--- src/rtl/chained_hash_table_with_free_list_macros.svh ---
// Assertion macros used by the hash table RTL.
`ifndef CHAINED_HASH_TABLE_WITH_FREE_LIST_MACROS_SVH
`define CHAINED_HASH_TABLE_WITH_FREE_LIST_MACROS_SVH

// Same-cycle implication, disabled while in reset.
`define CHTFL_ASSERT_IMP(label, clk, rst_n, ante, cons) \
	label: assert property (@(posedge clk) disable iff (!rst_n) (ante) |-> (cons)) \
		else $error("chtfl: same-cycle check failed");

// Next-cycle implication, disabled while in reset.
`define CHTFL_ASSERT_NXT(label, clk, rst_n, ante, cons) \
	label: assert property (@(posedge clk) disable iff (!rst_n) (ante) |=> (cons)) \
		else $error("chtfl: next-cycle check failed");

`endif

--- src/rtl/chtfl_pkg.sv ---
// Shared widths, request codes and status codes of the hash table.
`timescale 1ns / 1ps

package chtfl_pkg;

	localparam int BKEY_W     = 8;
	localparam int KEY_W      = 32;
	localparam int DATA_W     = 32;
	localparam int STATUS_W   = 3;
	localparam int SLOT_OUT_W = 5;

	typedef enum logic {
		REQ_INSERT = 1'b0,
		REQ_LOOKUP = 1'b1
	} req_t;

	typedef enum logic [STATUS_W-1:0] {
		ST_HOME     = 3'd0,
		ST_OVERFLOW = 3'd1,
		ST_DUP      = 3'd2,
		ST_FULL     = 3'd3,
		ST_FOUND    = 3'd4,
		ST_MISSING  = 3'd5
	} status_t;

endpackage

--- src/rtl/chtfl_req_if.sv ---
// Request channel: valid/ready handshake carrying one table request.
`timescale 1ns / 1ps

interface chtfl_req_if;
	logic                          valid;
	logic                          ready;
	logic                          req_type;
	logic [chtfl_pkg::BKEY_W-1:0]  bucket_key;
	logic [chtfl_pkg::KEY_W-1:0]   member_key;
	logic [chtfl_pkg::DATA_W-1:0]  record_data;

	modport source (
		output valid, req_type, bucket_key, member_key, record_data,
		input  ready
	);

	modport sink (
		input  valid, req_type, bucket_key, member_key, record_data,
		output ready
	);
endinterface

--- src/rtl/chtfl_rsp_if.sv ---
// Response channel: valid/ready handshake carrying one table result.
`timescale 1ns / 1ps

interface chtfl_rsp_if;
	logic                              valid;
	logic                              ready;
	logic [chtfl_pkg::STATUS_W-1:0]    status;
	logic [chtfl_pkg::SLOT_OUT_W-1:0]  slot_index;
	logic [chtfl_pkg::DATA_W-1:0]      found_data;

	modport source (
		output valid, status, slot_index, found_data,
		input  ready
	);

	modport sink (
		input  valid, status, slot_index, found_data,
		output ready
	);
endinterface

--- src/rtl/chtfl_ram.sv ---
// Generic single-write, single-read RAM with registered read data.
`timescale 1ns / 1ps

module chtfl_ram #(
	parameter int WIDTH = 8,
	parameter int DEPTH = 32
) (
	input  logic                     clk,
	input  logic                     we,
	input  logic [$clog2(DEPTH)-1:0] waddr,
	input  logic [WIDTH-1:0]         wdata,
	input  logic                     re,
	input  logic [$clog2(DEPTH)-1:0] raddr,
	output logic [WIDTH-1:0]         rdata
);

	logic [WIDTH-1:0] mem [DEPTH];

	always_ff @(posedge clk) begin
		if (we) begin
			mem[waddr] <= wdata;
		end
		if (re) begin
			rdata <= mem[raddr];
		end
	end

endmodule

--- src/rtl/chtfl_home.sv ---
// Home slot index: (bucket_key - 1) mod HOMES via reciprocal multiply, two stages.
`timescale 1ns / 1ps

module chtfl_home #(
	parameter int HOMES = 4,
	parameter int SW    = 5
) (
	input  logic                         clk,
	input  logic [chtfl_pkg::BKEY_W-1:0] bkey,
	output logic [SW-1:0]                home
);

	localparam int VW = chtfl_pkg::BKEY_W + 1;
	localparam int SH = 18;
	localparam int PW = VW + SH + 1;
	localparam longint unsigned RECIP = (64'd1 << SH) / HOMES;

	logic [VW-1:0]   v;
	logic [PW-1:0]   prod;
	logic [VW-1:0]   v_s1;
	logic [VW-1:0]   q_s1;
	logic [2*VW-1:0] qh;
	logic [VW-1:0]   r0;
	logic [VW-1:0]   r1;
	logic [SW-1:0]   home_s2;

	// Adding HOMES - 1 keeps the wrap of a zero key inside the unsigned range.
	assign v    = VW'(bkey) + VW'(HOMES - 1);
	assign prod = PW'(v) * PW'(RECIP);

	always_ff @(posedge clk) begin
		v_s1 <= v;
		q_s1 <= VW'(prod >> SH);
	end

	// Quotient estimate is low by at most one, so one correction suffices.
	assign qh = (2*VW)'(q_s1) * (2*VW)'(HOMES);
	assign r0 = v_s1 - qh[VW-1:0];
	assign r1 = (r0 >= VW'(HOMES)) ? (r0 - VW'(HOMES)) : r0;

	always_ff @(posedge clk) begin
		home_s2 <= SW'(r1);
	end

	assign home = home_s2;

endmodule

--- src/rtl/chained_hash_table_with_free_list.sv ---
// A request is taken in idle, waits for its home index in the hash state, reads the home slot and
// then checks the chain entries one at a time through the single RAM read port; an overflow store
// adds a tail link write-back. A request with key zero goes straight to the response state. One
// request is in flight at a time, and the response state waits while an earlier result is unaccepted.
// Reset clears the home valid bits and sets the free-list head at once; overflow slots come
// alive as the head passes them, so there is no clearing pass and no wait after reset.
`timescale 1ns / 1ps
`include "chained_hash_table_with_free_list_macros.svh"

module chained_hash_table_with_free_list #(
	parameter int SLOTS   = 32,
	parameter int BUCKETS = 4
) (
	input  logic        clk,
	input  logic        arst_n,
	chtfl_req_if.sink   req,
	chtfl_rsp_if.source rsp
);

	localparam int SW    = $clog2(SLOTS);
	localparam int LW    = SW + 1;
	localparam int HOMES = (BUCKETS < SLOTS) ? BUCKETS : SLOTS;
	localparam int HIW   = (HOMES > 1) ? $clog2(HOMES) : 1;
	localparam logic [LW-1:0] LINK_NULL = LW'(SLOTS);
	localparam logic [LW-1:0] HOMES_L   = LW'(HOMES);

	typedef struct packed {
		logic [chtfl_pkg::KEY_W-1:0]  key;
		logic [chtfl_pkg::DATA_W-1:0] payload;
		logic [LW-1:0]                link;
	} entry_t;

	localparam int EW = $bits(entry_t);

	typedef enum logic [5:0] {
		S_IDLE  = 6'b000001,
		S_HASH  = 6'b000010,
		S_READ  = 6'b000100,
		S_CHECK = 6'b001000,
		S_LINK  = 6'b010000,
		S_RESP  = 6'b100000
	} state_t;

	state_t                           state_q;
	chtfl_pkg::req_t                  req_q;
	logic [chtfl_pkg::KEY_W-1:0]      key_q;
	logic [chtfl_pkg::DATA_W-1:0]     data_q;
	logic [SW-1:0]                    cur_q;
	logic                             rd_vld_s1;
	logic [LW-1:0]                    fh_q;
	logic [HOMES-1:0]                 home_vld_q;
	chtfl_pkg::status_t               res_status_q;
	logic [SW-1:0]                    res_slot_q;
	logic [chtfl_pkg::DATA_W-1:0]     res_data_q;
	logic                             out_vld_q;
	chtfl_pkg::status_t               out_status_q;
	logic [chtfl_pkg::SLOT_OUT_W-1:0] out_slot_q;
	logic [chtfl_pkg::DATA_W-1:0]     out_data_q;

	logic [SW-1:0]                    home_idx;
	logic                             ram_we;
	logic [SW-1:0]                    ram_waddr;
	entry_t                           ram_wdata;
	logic                             ram_re;
	logic [SW-1:0]                    ram_raddr;
	logic [EW-1:0]                    ram_rdata;

	entry_t                           rd_entry;
	logic [chtfl_pkg::KEY_W-1:0]      key_rd;
	logic [LW-1:0]                    link_rd;
	logic                             hit;
	logic                             link_end;
	logic                             fh_null;
	logic                             accept;
	logic                             out_load;

	logic                             chk_walk;
	logic                             chk_done;
	logic                             chk_store_home;
	logic                             chk_append;
	chtfl_pkg::status_t               chk_status;
	logic [SW-1:0]                    chk_slot;
	logic [chtfl_pkg::DATA_W-1:0]     chk_data;

	// Overflow slots are live once read through a link; home slots need their valid bit.
	function automatic logic slot_live(input logic [SW-1:0] a, input logic [HOMES-1:0] vld);
		return (LW'(a) >= HOMES_L) || vld[a[HIW-1:0]];
	endfunction

	chtfl_home #(
		.HOMES (HOMES),
		.SW    (SW)
	) u_home (
		.clk  (clk),
		.bkey (req.bucket_key),
		.home (home_idx)
	);

	chtfl_ram #(
		.WIDTH (EW),
		.DEPTH (SLOTS)
	) u_ram (
		.clk   (clk),
		.we    (ram_we),
		.waddr (ram_waddr),
		.wdata (ram_wdata),
		.re    (ram_re),
		.raddr (ram_raddr),
		.rdata (ram_rdata)
	);

	assign accept   = req.valid && req.ready;
	assign out_load = (state_q == S_RESP) && (!out_vld_q || rsp.ready);

	// An entry never written reads as empty key and null link.
	assign rd_entry = entry_t'(ram_rdata);
	assign key_rd   = rd_vld_s1 ? rd_entry.key : '0;
	assign link_rd  = rd_vld_s1 ? rd_entry.link : LINK_NULL;
	assign hit      = (key_rd == key_q);
	assign link_end = (link_rd >= LINK_NULL);
	assign fh_null  = (fh_q >= LINK_NULL);

	always_comb begin
		chk_walk       = 1'b0;
		chk_done       = 1'b0;
		chk_store_home = 1'b0;
		chk_append     = 1'b0;
		chk_status     = chtfl_pkg::ST_MISSING;
		chk_slot       = '0;
		chk_data       = '0;
		if (req_q == chtfl_pkg::REQ_LOOKUP) begin
			if (hit) begin
				chk_done   = 1'b1;
				chk_status = chtfl_pkg::ST_FOUND;
				chk_slot   = cur_q;
				chk_data   = rd_entry.payload;
			end else if (link_end) begin
				chk_done   = 1'b1;
			end else begin
				chk_walk   = 1'b1;
			end
		end else begin
			if (key_rd == '0) begin
				chk_done       = 1'b1;
				chk_store_home = 1'b1;
				chk_status     = chtfl_pkg::ST_HOME;
				chk_slot       = cur_q;
			end else if (hit) begin
				chk_done   = 1'b1;
				chk_status = chtfl_pkg::ST_DUP;
				chk_slot   = cur_q;
			end else if (link_end) begin
				if (fh_null) begin
					chk_done   = 1'b1;
					chk_status = chtfl_pkg::ST_FULL;
				end else begin
					chk_append = 1'b1;
				end
			end else begin
				chk_walk = 1'b1;
			end
		end
	end

	// Memory port steering: home read, chain reads straight from the returned link,
	// new-slot write while checking, tail link write-back afterwards.
	always_comb begin
		ram_re    = 1'b0;
		ram_raddr = home_idx;
		ram_we    = 1'b0;
		ram_waddr = cur_q;
		ram_wdata = '{key: key_q, payload: data_q, link: LINK_NULL};
		case (state_q)
			S_READ: begin
				ram_re = 1'b1;
			end
			S_CHECK: begin
				if (chk_walk) begin
					ram_re    = 1'b1;
					ram_raddr = link_rd[SW-1:0];
				end
				if (chk_store_home) begin
					ram_we = 1'b1;
				end
				if (chk_append) begin
					ram_we    = 1'b1;
					ram_waddr = fh_q[SW-1:0];
				end
			end
			S_LINK: begin
				// Read data still holds the chain tail, so key and payload go back unchanged.
				ram_we    = 1'b1;
				ram_wdata = '{key: rd_entry.key, payload: rd_entry.payload, link: fh_q};
			end
			default: begin
			end
		endcase
	end

	always_ff @(posedge clk or negedge arst_n) begin
		if (!arst_n) begin
			state_q      <= S_IDLE;
			req_q        <= chtfl_pkg::REQ_INSERT;
			key_q        <= '0;
			data_q       <= '0;
			cur_q        <= '0;
			rd_vld_s1    <= 1'b0;
			fh_q         <= (HOMES < SLOTS) ? HOMES_L : LINK_NULL;
			home_vld_q   <= '0;
			res_status_q <= chtfl_pkg::ST_MISSING;
			res_slot_q   <= '0;
			res_data_q   <= '0;
		end else begin
			case (state_q)
				S_IDLE: begin
					if (accept) begin
						req_q  <= chtfl_pkg::req_t'(req.req_type);
						key_q  <= req.member_key;
						data_q <= req.record_data;
						if (req.member_key == '0) begin
							res_status_q <= (req.req_type == chtfl_pkg::REQ_LOOKUP) ?
								chtfl_pkg::ST_MISSING : chtfl_pkg::ST_DUP;
							res_slot_q   <= '0;
							res_data_q   <= '0;
							state_q      <= S_RESP;
						end else begin
							state_q      <= S_HASH;
						end
					end
				end
				S_HASH: begin
					state_q <= S_READ;
				end
				S_READ: begin
					cur_q     <= home_idx;
					rd_vld_s1 <= slot_live(home_idx, home_vld_q);
					state_q   <= S_CHECK;
				end
				S_CHECK: begin
					if (chk_walk) begin
						cur_q     <= link_rd[SW-1:0];
						rd_vld_s1 <= slot_live(link_rd[SW-1:0], home_vld_q);
					end else if (chk_append) begin
						res_status_q <= chtfl_pkg::ST_OVERFLOW;
						res_slot_q   <= fh_q[SW-1:0];
						res_data_q   <= '0;
						state_q      <= S_LINK;
					end else if (chk_done) begin
						res_status_q <= chk_status;
						res_slot_q   <= chk_slot;
						res_data_q   <= chk_data;
						if (chk_store_home) begin
							home_vld_q[cur_q[HIW-1:0]] <= 1'b1;
						end
						state_q      <= S_RESP;
					end
				end
				S_LINK: begin
					// Overflow slots are chained in index order, so the next free one is fh + 1.
					fh_q    <= fh_q + LW'(1);
					state_q <= S_RESP;
				end
				S_RESP: begin
					if (out_load) begin
						state_q <= S_IDLE;
					end
				end
				default: begin
					state_q <= S_IDLE;
				end
			endcase
		end
	end

	// Output register: a finished result waits here while the next request is taken.
	always_ff @(posedge clk or negedge arst_n) begin
		if (!arst_n) begin
			out_vld_q    <= 1'b0;
			out_status_q <= chtfl_pkg::ST_MISSING;
			out_slot_q   <= '0;
			out_data_q   <= '0;
		end else begin
			if (out_load) begin
				out_vld_q    <= 1'b1;
				out_status_q <= res_status_q;
				out_slot_q   <= chtfl_pkg::SLOT_OUT_W'(res_slot_q);
				out_data_q   <= res_data_q;
			end else if (rsp.ready) begin
				out_vld_q    <= 1'b0;
			end
		end
	end

	assign req.ready      = (state_q == S_IDLE);
	assign rsp.valid      = out_vld_q;
	assign rsp.status     = out_status_q;
	assign rsp.slot_index = out_slot_q;
	assign rsp.found_data = out_data_q;

	`CHTFL_ASSERT_IMP(a_fh_range, clk, arst_n, 1'b1, (fh_q >= HOMES_L) && (fh_q <= LINK_NULL))
	`CHTFL_ASSERT_IMP(a_no_rw_clash, clk, arst_n, ram_we, !ram_re)
	`CHTFL_ASSERT_NXT(a_fh_step, clk, arst_n, state_q == S_LINK, fh_q == $past(fh_q) + LW'(1))
	`CHTFL_ASSERT_IMP(a_chain_overflow, clk, arst_n, (state_q == S_CHECK) && ram_re, LW'(ram_raddr) >= HOMES_L)

endmodule
--- src/flat_wrapper.sv ---
// flat-port wrapper written by rule: the top's interface ports become plain ports
module chained_hash_table_with_free_list_flat 
#(
	parameter int SLOTS   = 32,
	parameter int BUCKETS = 4
)
  (clk, arst_n, req_valid, req_req_type, req_bucket_key, req_member_key, req_record_data, req_ready, rsp_valid, rsp_status, rsp_slot_index, rsp_found_data, rsp_ready);
  chtfl_req_if req_i ();
  chtfl_rsp_if rsp_i ();
  input  logic clk;
  input  logic arst_n;
  input wire logic [$bits(req_i.valid)-1:0] req_valid;
  input wire logic [$bits(req_i.req_type)-1:0] req_req_type;
  input wire logic [$bits(req_i.bucket_key)-1:0] req_bucket_key;
  input wire logic [$bits(req_i.member_key)-1:0] req_member_key;
  input wire logic [$bits(req_i.record_data)-1:0] req_record_data;
  output wire logic [$bits(req_i.ready)-1:0] req_ready;
  output wire logic [$bits(rsp_i.valid)-1:0] rsp_valid;
  output wire logic [$bits(rsp_i.status)-1:0] rsp_status;
  output wire logic [$bits(rsp_i.slot_index)-1:0] rsp_slot_index;
  output wire logic [$bits(rsp_i.found_data)-1:0] rsp_found_data;
  input wire logic [$bits(rsp_i.ready)-1:0] rsp_ready;
  assign req_i.valid = req_valid;
  assign req_i.req_type = req_req_type;
  assign req_i.bucket_key = req_bucket_key;
  assign req_i.member_key = req_member_key;
  assign req_i.record_data = req_record_data;
  assign req_ready = req_i.ready;
  assign rsp_valid = rsp_i.valid;
  assign rsp_status = rsp_i.status;
  assign rsp_slot_index = rsp_i.slot_index;
  assign rsp_found_data = rsp_i.found_data;
  assign rsp_i.ready = rsp_ready;
  chained_hash_table_with_free_list #(.SLOTS(SLOTS), .BUCKETS(BUCKETS)) u_core (.clk(clk), .arst_n(arst_n), .req(req_i), .rsp(rsp_i));
endmodule
--- config.mk ---
export PLATFORM = sky130hd
export DESIGN_NAME = chained_hash_table_with_free_list_flat
export DESIGN_NICKNAME = d
export VERILOG_FILES = /design/src/rtl/chtfl_pkg.sv /design/src/rtl/chtfl_req_if.sv /design/src/rtl/chtfl_rsp_if.sv /design/src/rtl/chtfl_ram.sv /design/src/rtl/chtfl_home.sv /design/src/rtl/chained_hash_table_with_free_list.sv /design/src/flat_wrapper.sv
export VERILOG_INCLUDE_DIRS = /design/src /design/src/rtl
export SDC_FILE = /design/constraint.sdc
export NUM_CORES = 2
export LEC_CHECK = 0
export ABC_AREA = 1
export BUFFER_PORTS_ARGS = -buffer_cell sky130_fd_sc_hd__buf_2
export CAP_MARGIN = 20
export CORE_ASPECT_RATIO = 1.25
export CORE_MARGIN = 3
export CORE_UTILIZATION = 57
export CTS_CLUSTER_SIZE = 40
export DETAILED_ROUTE_END_ITERATION = 10
export PLACE_DENSITY = 0.74
export SYNTH_ARGS = -nofsm -noshare
export SYNTH_HDL_FRONTEND = slang
export SYNTH_HIERARCHICAL = 1
export SYNTH_SLANG_ARGS = --single-unit
--- constraint.sdc ---
create_clock -name clk -period 5.74 [get_ports clk]
set_clock_uncertainty 0.2 [all_clocks]
set_input_delay 0.287 -clock clk [delete_from_list [all_inputs] [get_ports clk]]
set_output_delay 0.287 -clock clk [all_outputs]
set_load 0.02 [all_outputs]
After elaboration in Yosys (flattened, before gate mapping) --
Memories as Yosys holds them, arrays and structs flattened. A register that Yosys moved wholly into a read port is not among the register bits. Cells that the tools add are included.
Word-level totals: logic and storage cells 147, output and inout bits 42, memories kept 1, RAM bits 2240, flip-flop bits (word level) 189, input port bits 77
Memory list:
- u_core.u_ram.mem | words 32, width 70, rd ports 1, clocked after Yosys merged registers in 1, wr ports 1, line chtfl_ram.sv:17 | logic [WIDTH-1:0] mem [DEPTH];
Operators by class: mux-type cells 82, $lt $le $gt $ge 9, eq/ne operators 13, reductions and logical operators 17, $add $sub $neg 4, bitwise operators 3
Operators by type and width (number):
- $mux W32 | 8
- $mux W5 | 14
- $mux W70 | 1
- $logic_not A32 Y1 | 2
- $pmux W32 S2 | 1
- $mux W6 | 7
- $pmux W6 S6 | 1
- $mux W3 | 11
- $eq A32 B32 Y1 | 1
- $mux W1 | 30
- $pmux W5 S2 | 2
- $ge A6 B6 Y1 const B | 2
- $ge A5 B3 Y1 const B | 2
- $reduce_and A5 Y1 | 2
- $add A8 B2 Y9 const B | 1
- $ge A9 B3 Y1 const B | 1
- $lt A2 B3 Y1 const B | 3
- $sub A9 B9 Y9 | 1
- $add A6 B1 Y6 const B | 1
- $eq A6 B1 Y1 const B | 1
- $eq A6 B2 Y1 const B | 1
- $eq A6 B3 Y1 const B | 1
- $eq A6 B4 Y1 const B | 1
- $eq A6 B5 Y1 const B | 1
- other kinds (18) | 32

Depth between registers and ports, before layout --
word-level depth 10, mapped depth 27, mapped depth without buffers 20

Cells and area by module --
Netlist, hierarchy kept.
By module, submodules not included:
- chtfl_ram | seq. area each 69366.5 µm², times used 1, cells an instance 7395, area an instance 91734.2 µm²
- chained_hash_table_with_free_list | seq. area each 4211.5 µm², times used 1, cells an instance 983, area an instance 8431.8 µm²
- chtfl_home | seq. area each 80.1 µm², times used 1, cells an instance 13, area an instance 130.1 µm²

Worst setup path after synthesis --
No wires, ideal clock.
path type register to register, from register u_core.rd_vld_s1, to memory u_core/u_ram/mem[8][0] (netlist bit), enable pin, stages on the path, launching flop included 18, library setup time 499 ps, buffers on the path 4, slack 77 ps, clock period less this slack 5663 ps, arrival 4964 ps, data required time 5041 ps, cells stage by stage dfrtp_1 -> buf_6 -> buf_6 -> buf_6 -> nand3_1 -> nand3_1 -> nor2_1 -> nand2_1 -> nor2_2 -> nand2_2 -> nand3_4 -> nor2_1 -> buf_4 -> nand2_1 -> o21ai_1 -> inv_1 -> nand3_1 -> nor2_1
Between the ends: elaborated cells between the ends (all ways) 18, those cells by class 1 x order compare; 1 x eq/ne; 15 x mux; 1 x reduce/logical
RTL lines:
- from (decl) | line chained_hash_table_with_free_list.sv:49 | logic rd_vld_s1;
- from (signal assigned) | line chained_hash_table_with_free_list.sv:236 | rd_vld_s1 <= slot_live(home_idx, home_vld_q);
- from (signal assigned) | line chained_hash_table_with_free_list.sv:242 | rd_vld_s1 <= slot_live(link_rd[SW-1:0], home_vld_q);
- $mux W6 | line chained_hash_table_with_free_list.sv:118 | assign link_rd = rd_vld_s1 ? rd_entry.link : LINK_NULL;
- $ge A6 B6 Y1 | line chained_hash_table_with_free_list.sv:120 | assign link_end = (link_rd >= LINK_NULL);
- $mux W1 | line chained_hash_table_with_free_list.sv:152 | end else if (link_end) begin
- $mux W1 | line chained_hash_table_with_free_list.sv:148 | end else if (hit) begin
- $mux W1 (*) | line chained_hash_table_with_free_list.sv:143 | if (key_rd == '0) begin
- $mux W1 (*) | line chained_hash_table_with_free_list.sv:131 | if (req_q == chtfl_pkg::REQ_LOOKUP) begin
- $mux W5 (*) | line chained_hash_table_with_free_list.sv:185 | if (chk_append) begin
- $mux W5 (*) | line chained_hash_table_with_free_list.sv:173 | case (state_q)
- via u_core.ram_waddr[0] | line chained_hash_table_with_free_list.sv:62 | logic [SW-1:0] ram_waddr;
- to (decl) | line chtfl_ram.sv:17
Mark *: on every way through the listed nets, which the timed path passes. The rest lies on a longest branch.

Worst setup path in the final report --
from register u_core.rd_vld_s1, to memory u_core/u_ram/mem[17][44] (netlist bit), enable pin
The elaborated chain is that of the path after synthesis.

==> metrics.md <==
| Metric | Value |
|---|---|
| Status | finished clean |
| CP most frequent cell | nand2_1 |
| Share of cells above drive strength 1 | 9.965% |
| Setup bufs post-CTS | 0 |
| Leakage | 0.04146 uW |
| DIE AREA | 181100 um2 |
| Min Clock Period, post-route | 5.196 ns |
| Max-cap violations | 0 |
| Clock tree from TritonCTS | done |
| Synth Cell Area | 100300 um2 |
| All-layer global routing usage | 30.51% |
| GRT overflow | 0 |
| Multi-input combinational cell area | 23690 um2 |
| # hold bufs at CTS | 147 |
| Final HPWL DP | 138700 um |
| First-pass GRT wire length | 411100 um |
| DRT Pass-1 Iters | 8 |
| Worst EP required | 6.08 ns |
| Initial antenna violation count | 3 |
| Worst setup EP type | register |
| Crit-path max cell delay | 0.80 ns |
| IO Pins | 119 |
| Crit-path max FO | 69 |
| Syn-to-layout area delta | 13.28% |
| Layout Utilization | 65.16% |
| Vias | 68470 |
| Worst Path Arrival | 5.53 ns |
| Initial drt markers | 9066 |
| CP delay by family, top | simple AND/OR/NAND/NOR gates |
| Post-Place Setup Slack | 0.8376 ns |
| Hold Fails Final Rpt | 0 |
| Die H | 475.0 um |
| Area share of the leading cell type in the synthesized netlist | 69.16% |
| Synth area leaders | edfxtp_1 (69%), nand2_1 (11%), nand3_1 (10%), dfrtp_1 (4.0%), buf_2 (1.3%) |
| Pin count of the biggest net entering global routing | 134 |
| Crit Path Category | register to register |
| Post-synthesis sequential area ratio | 73.44% |
| Setup TNS | 0 ns |
| Deepest level of the CTS H-tree | 4 |
| DRC Markers | 0 |
| Die X | 381.2 um |
| CTS max path bufs | 3 |
| Power Density | 398.3 nW/um2 |
| DR vias/cell | 6.147 |
| RSZ-0062 raised after global routing | no |
| Max VDD drop | 0.4232 mV |
| Slew @ Worst Pin | 1.066 ns |
| Commonest non-fill, non-tap cell in the layout | nand2_1 |
| CTS Root Cell | clkbuf_16 |
| PnR worst setup slack | 0.5435 ns |
| Post-synthesis cell type count | 42 |
| Final Max Slew Viols | 0 |
| Total Power | 45250 uW |
| WP buf/inv | 2 |
| Final setup viols | 0 |
| CTS Buf Count | 221 |
| Yosys top cell by area | edfxtp_1 |
| Yosys warns | 6 |
| Fin nets | 8686 |
| Setup crit start kind | register |
| Syn_area_per_cell | 11.95 um2 |
| Most frequent cells in the layout | nand2_1 (2867), edfxtp_1 (2310), nand3_1 (2028) |
| Wire per inst | 25.06 um |
| Post-Synthesis Cells | 8391 |
| Routability Congestion | 0.8721 |
| Peak Freq | 192.4 MHz |
| Crit share post-route | 90.53% |
| Number of global-route vias before repair | 66890 |
| Flops & latches, synth | 2482 |
| Filler cells | 11950 |
| Initial Utilization | 57.52% |
| HP Class | input port to register |
| Final wirelength | 279100 um |
| Sequential Area | 73660 um2 |
| Clock sinks | 2482 |
| Clk_lat worst skew | 0.88 ns |
| CTS clk-pin slew, worst paths | 0.06 ns |
| Cell Chain, Critical Path | buf_12 -> nand2_1 -> nand2_1 -> nand2_1 -> nand3_1 -> nor2_1 -> nand2_1 -> nor2_2 -> nand2_2 -> nand3_4 -> nor2_1 -> nand2_1 -> o21ai_1 -> nand3_1 -> nor2_4 -> buf_12 |
| CTS resizes | 0 |
| Num rows | 171 |
| Slowest-stage cell, CP | nor2_4 |
| Input/output buffers | 112 |
| Core ar. | 174400 um2 |
| Rel. slew slack | 28.93% |
| Remaining antenna violation count after routing | 0 |
-- synthesized netlist by cell type, drive strengths merged --
cell type / number
o21bai: 1
xor2: 3
o31ai: 5
nor3: 5
o211ai: 1
nor3b: 1
conb: 1
o21ai: 163
dfrtp: 162
or2: 1
a22oi: 1
nand4: 20
o21a: 1
ha: 2
nor4: 10
a21oi: 11
mux2: 72
clkinv: 2
nand2: 2873
o22ai: 1
nand3: 2029
inv: 109
edfxtp: 2310
nor2: 65
clkbuf: 100
buf: 432
dfxtp: 4
dfstp: 6
-- final timing paths --
path | from | endpoint | slack, ns | cells past startpoint
worst max-delay path | u_core/rd_vld_s1 | u_core/u_ram/mem[17][44] | 0.54 | 16
worst min-delay path | req_req_type | u_core/req_q | 0.06 | 4
worst max register to register | u_core/rd_vld_s1 | u_core/u_ram/mem[17][44] | 0.54 | 16
worst min register to register | u_core/u_home/v_s1[0] | u_core/u_home/home[0] | 0.13 | 0
max in group asynchronous | arst_n | u_core/key_q[15] | 4.32 | 4
min in group asynchronous | arst_n | u_core/state_q[0] | 0.40 | 3
-- layout make-up --
type,instances,area share (%)
clock buffers,292,5.394
inverters,111,0.4030
repair buffers,523,4.731
flip-flops and latches,2482,64.83
diodes,2,0.004405
well taps,2335,2.571
clock inverters,125,1.217
multi-input cells,5268,20.85
-- routing by layer --
layer	vias up	track usage, %	wire length [um]
met4	2	16.03	15440
li1	29980	-	-
met2	4413	51.03	136200
met5	-	0	12
met1	33120	38.33	97390
met3	956	5.311	30050
-- power by group --
group          switching, uW  total [uW]  internal (uW)
clock network           6650       15200           8520
logic                   5070        7060           2000
registers                458       23000          22600
-- cells by family after synthesis --
| logic type | after synthesis | synth area share [%] |
|---|---|---|
| other cells | 1 | 0.003739 |
| fa+ha+maj | 2 | 0.02495 |
| buf+inv | 643 | 3.327 |
| mux | 72 | 0.8084 |
| xor+xnor | 3 | 0.02620 |
| simple gates | 5004 | 21.40 |
| compound gates | 184 | 0.9643 |
| flops | 2482 | 73.44 |
-- per-stage QoR --
stage / area (um2) / hold WS [ns] / cells
3_3_place_gp: 104400 / 0.1163 / 10560
3_5_place_dp: 104500 / 0.1191 / 10570
4_1_cts: 113500 / 0.003808 / 11130
2_1_floorplan: 100300 / -0.2086 / 8393
6_report: 113600 / 0.05649 / 11140
5_1_grt: 113600 / 0.04010 / 11140
-- sequential cells by signal, indices dropped and copies added (netlist names), 2 cells and up --
signal                 count
u_core/res_data_q         32
u_core/data_q             32
u_core/cur_q               5
u_core/u_home/v_s1         2
u_core/home_vld_q          4
u_core/u_ram/mem        2240
u_core/rsp.status          3
u_core/res_slot_q          5
u_core/state_q             6
u_core/u_home/home         2
u_core/res_status_q        3
u_core/fh_q                6
u_core/rsp.found_data     32
u_core/key_q              32
u_core/rsp.slot_index      5
u_core/u_ram/rdata        70
-- worst reg2reg max path: stages (launching register included) --
cell	delay [ns]
dfrtp_2	0.52
buf_12	0.31
nand2_1	0.16
nand2_1	0.08
nand2_1	0.05
nand3_1	0.07
nor2_1	0.08
nand2_1	0.24
nor2_2	0.12
nand2_2	0.18
nand3_4	0.16
nor2_1	0.57
nand2_1	0.18
o21ai_1	0.37
nand3_1	0.44
nor2_4	0.80
buf_12	0.33
(Power assumes the default switching activity.)
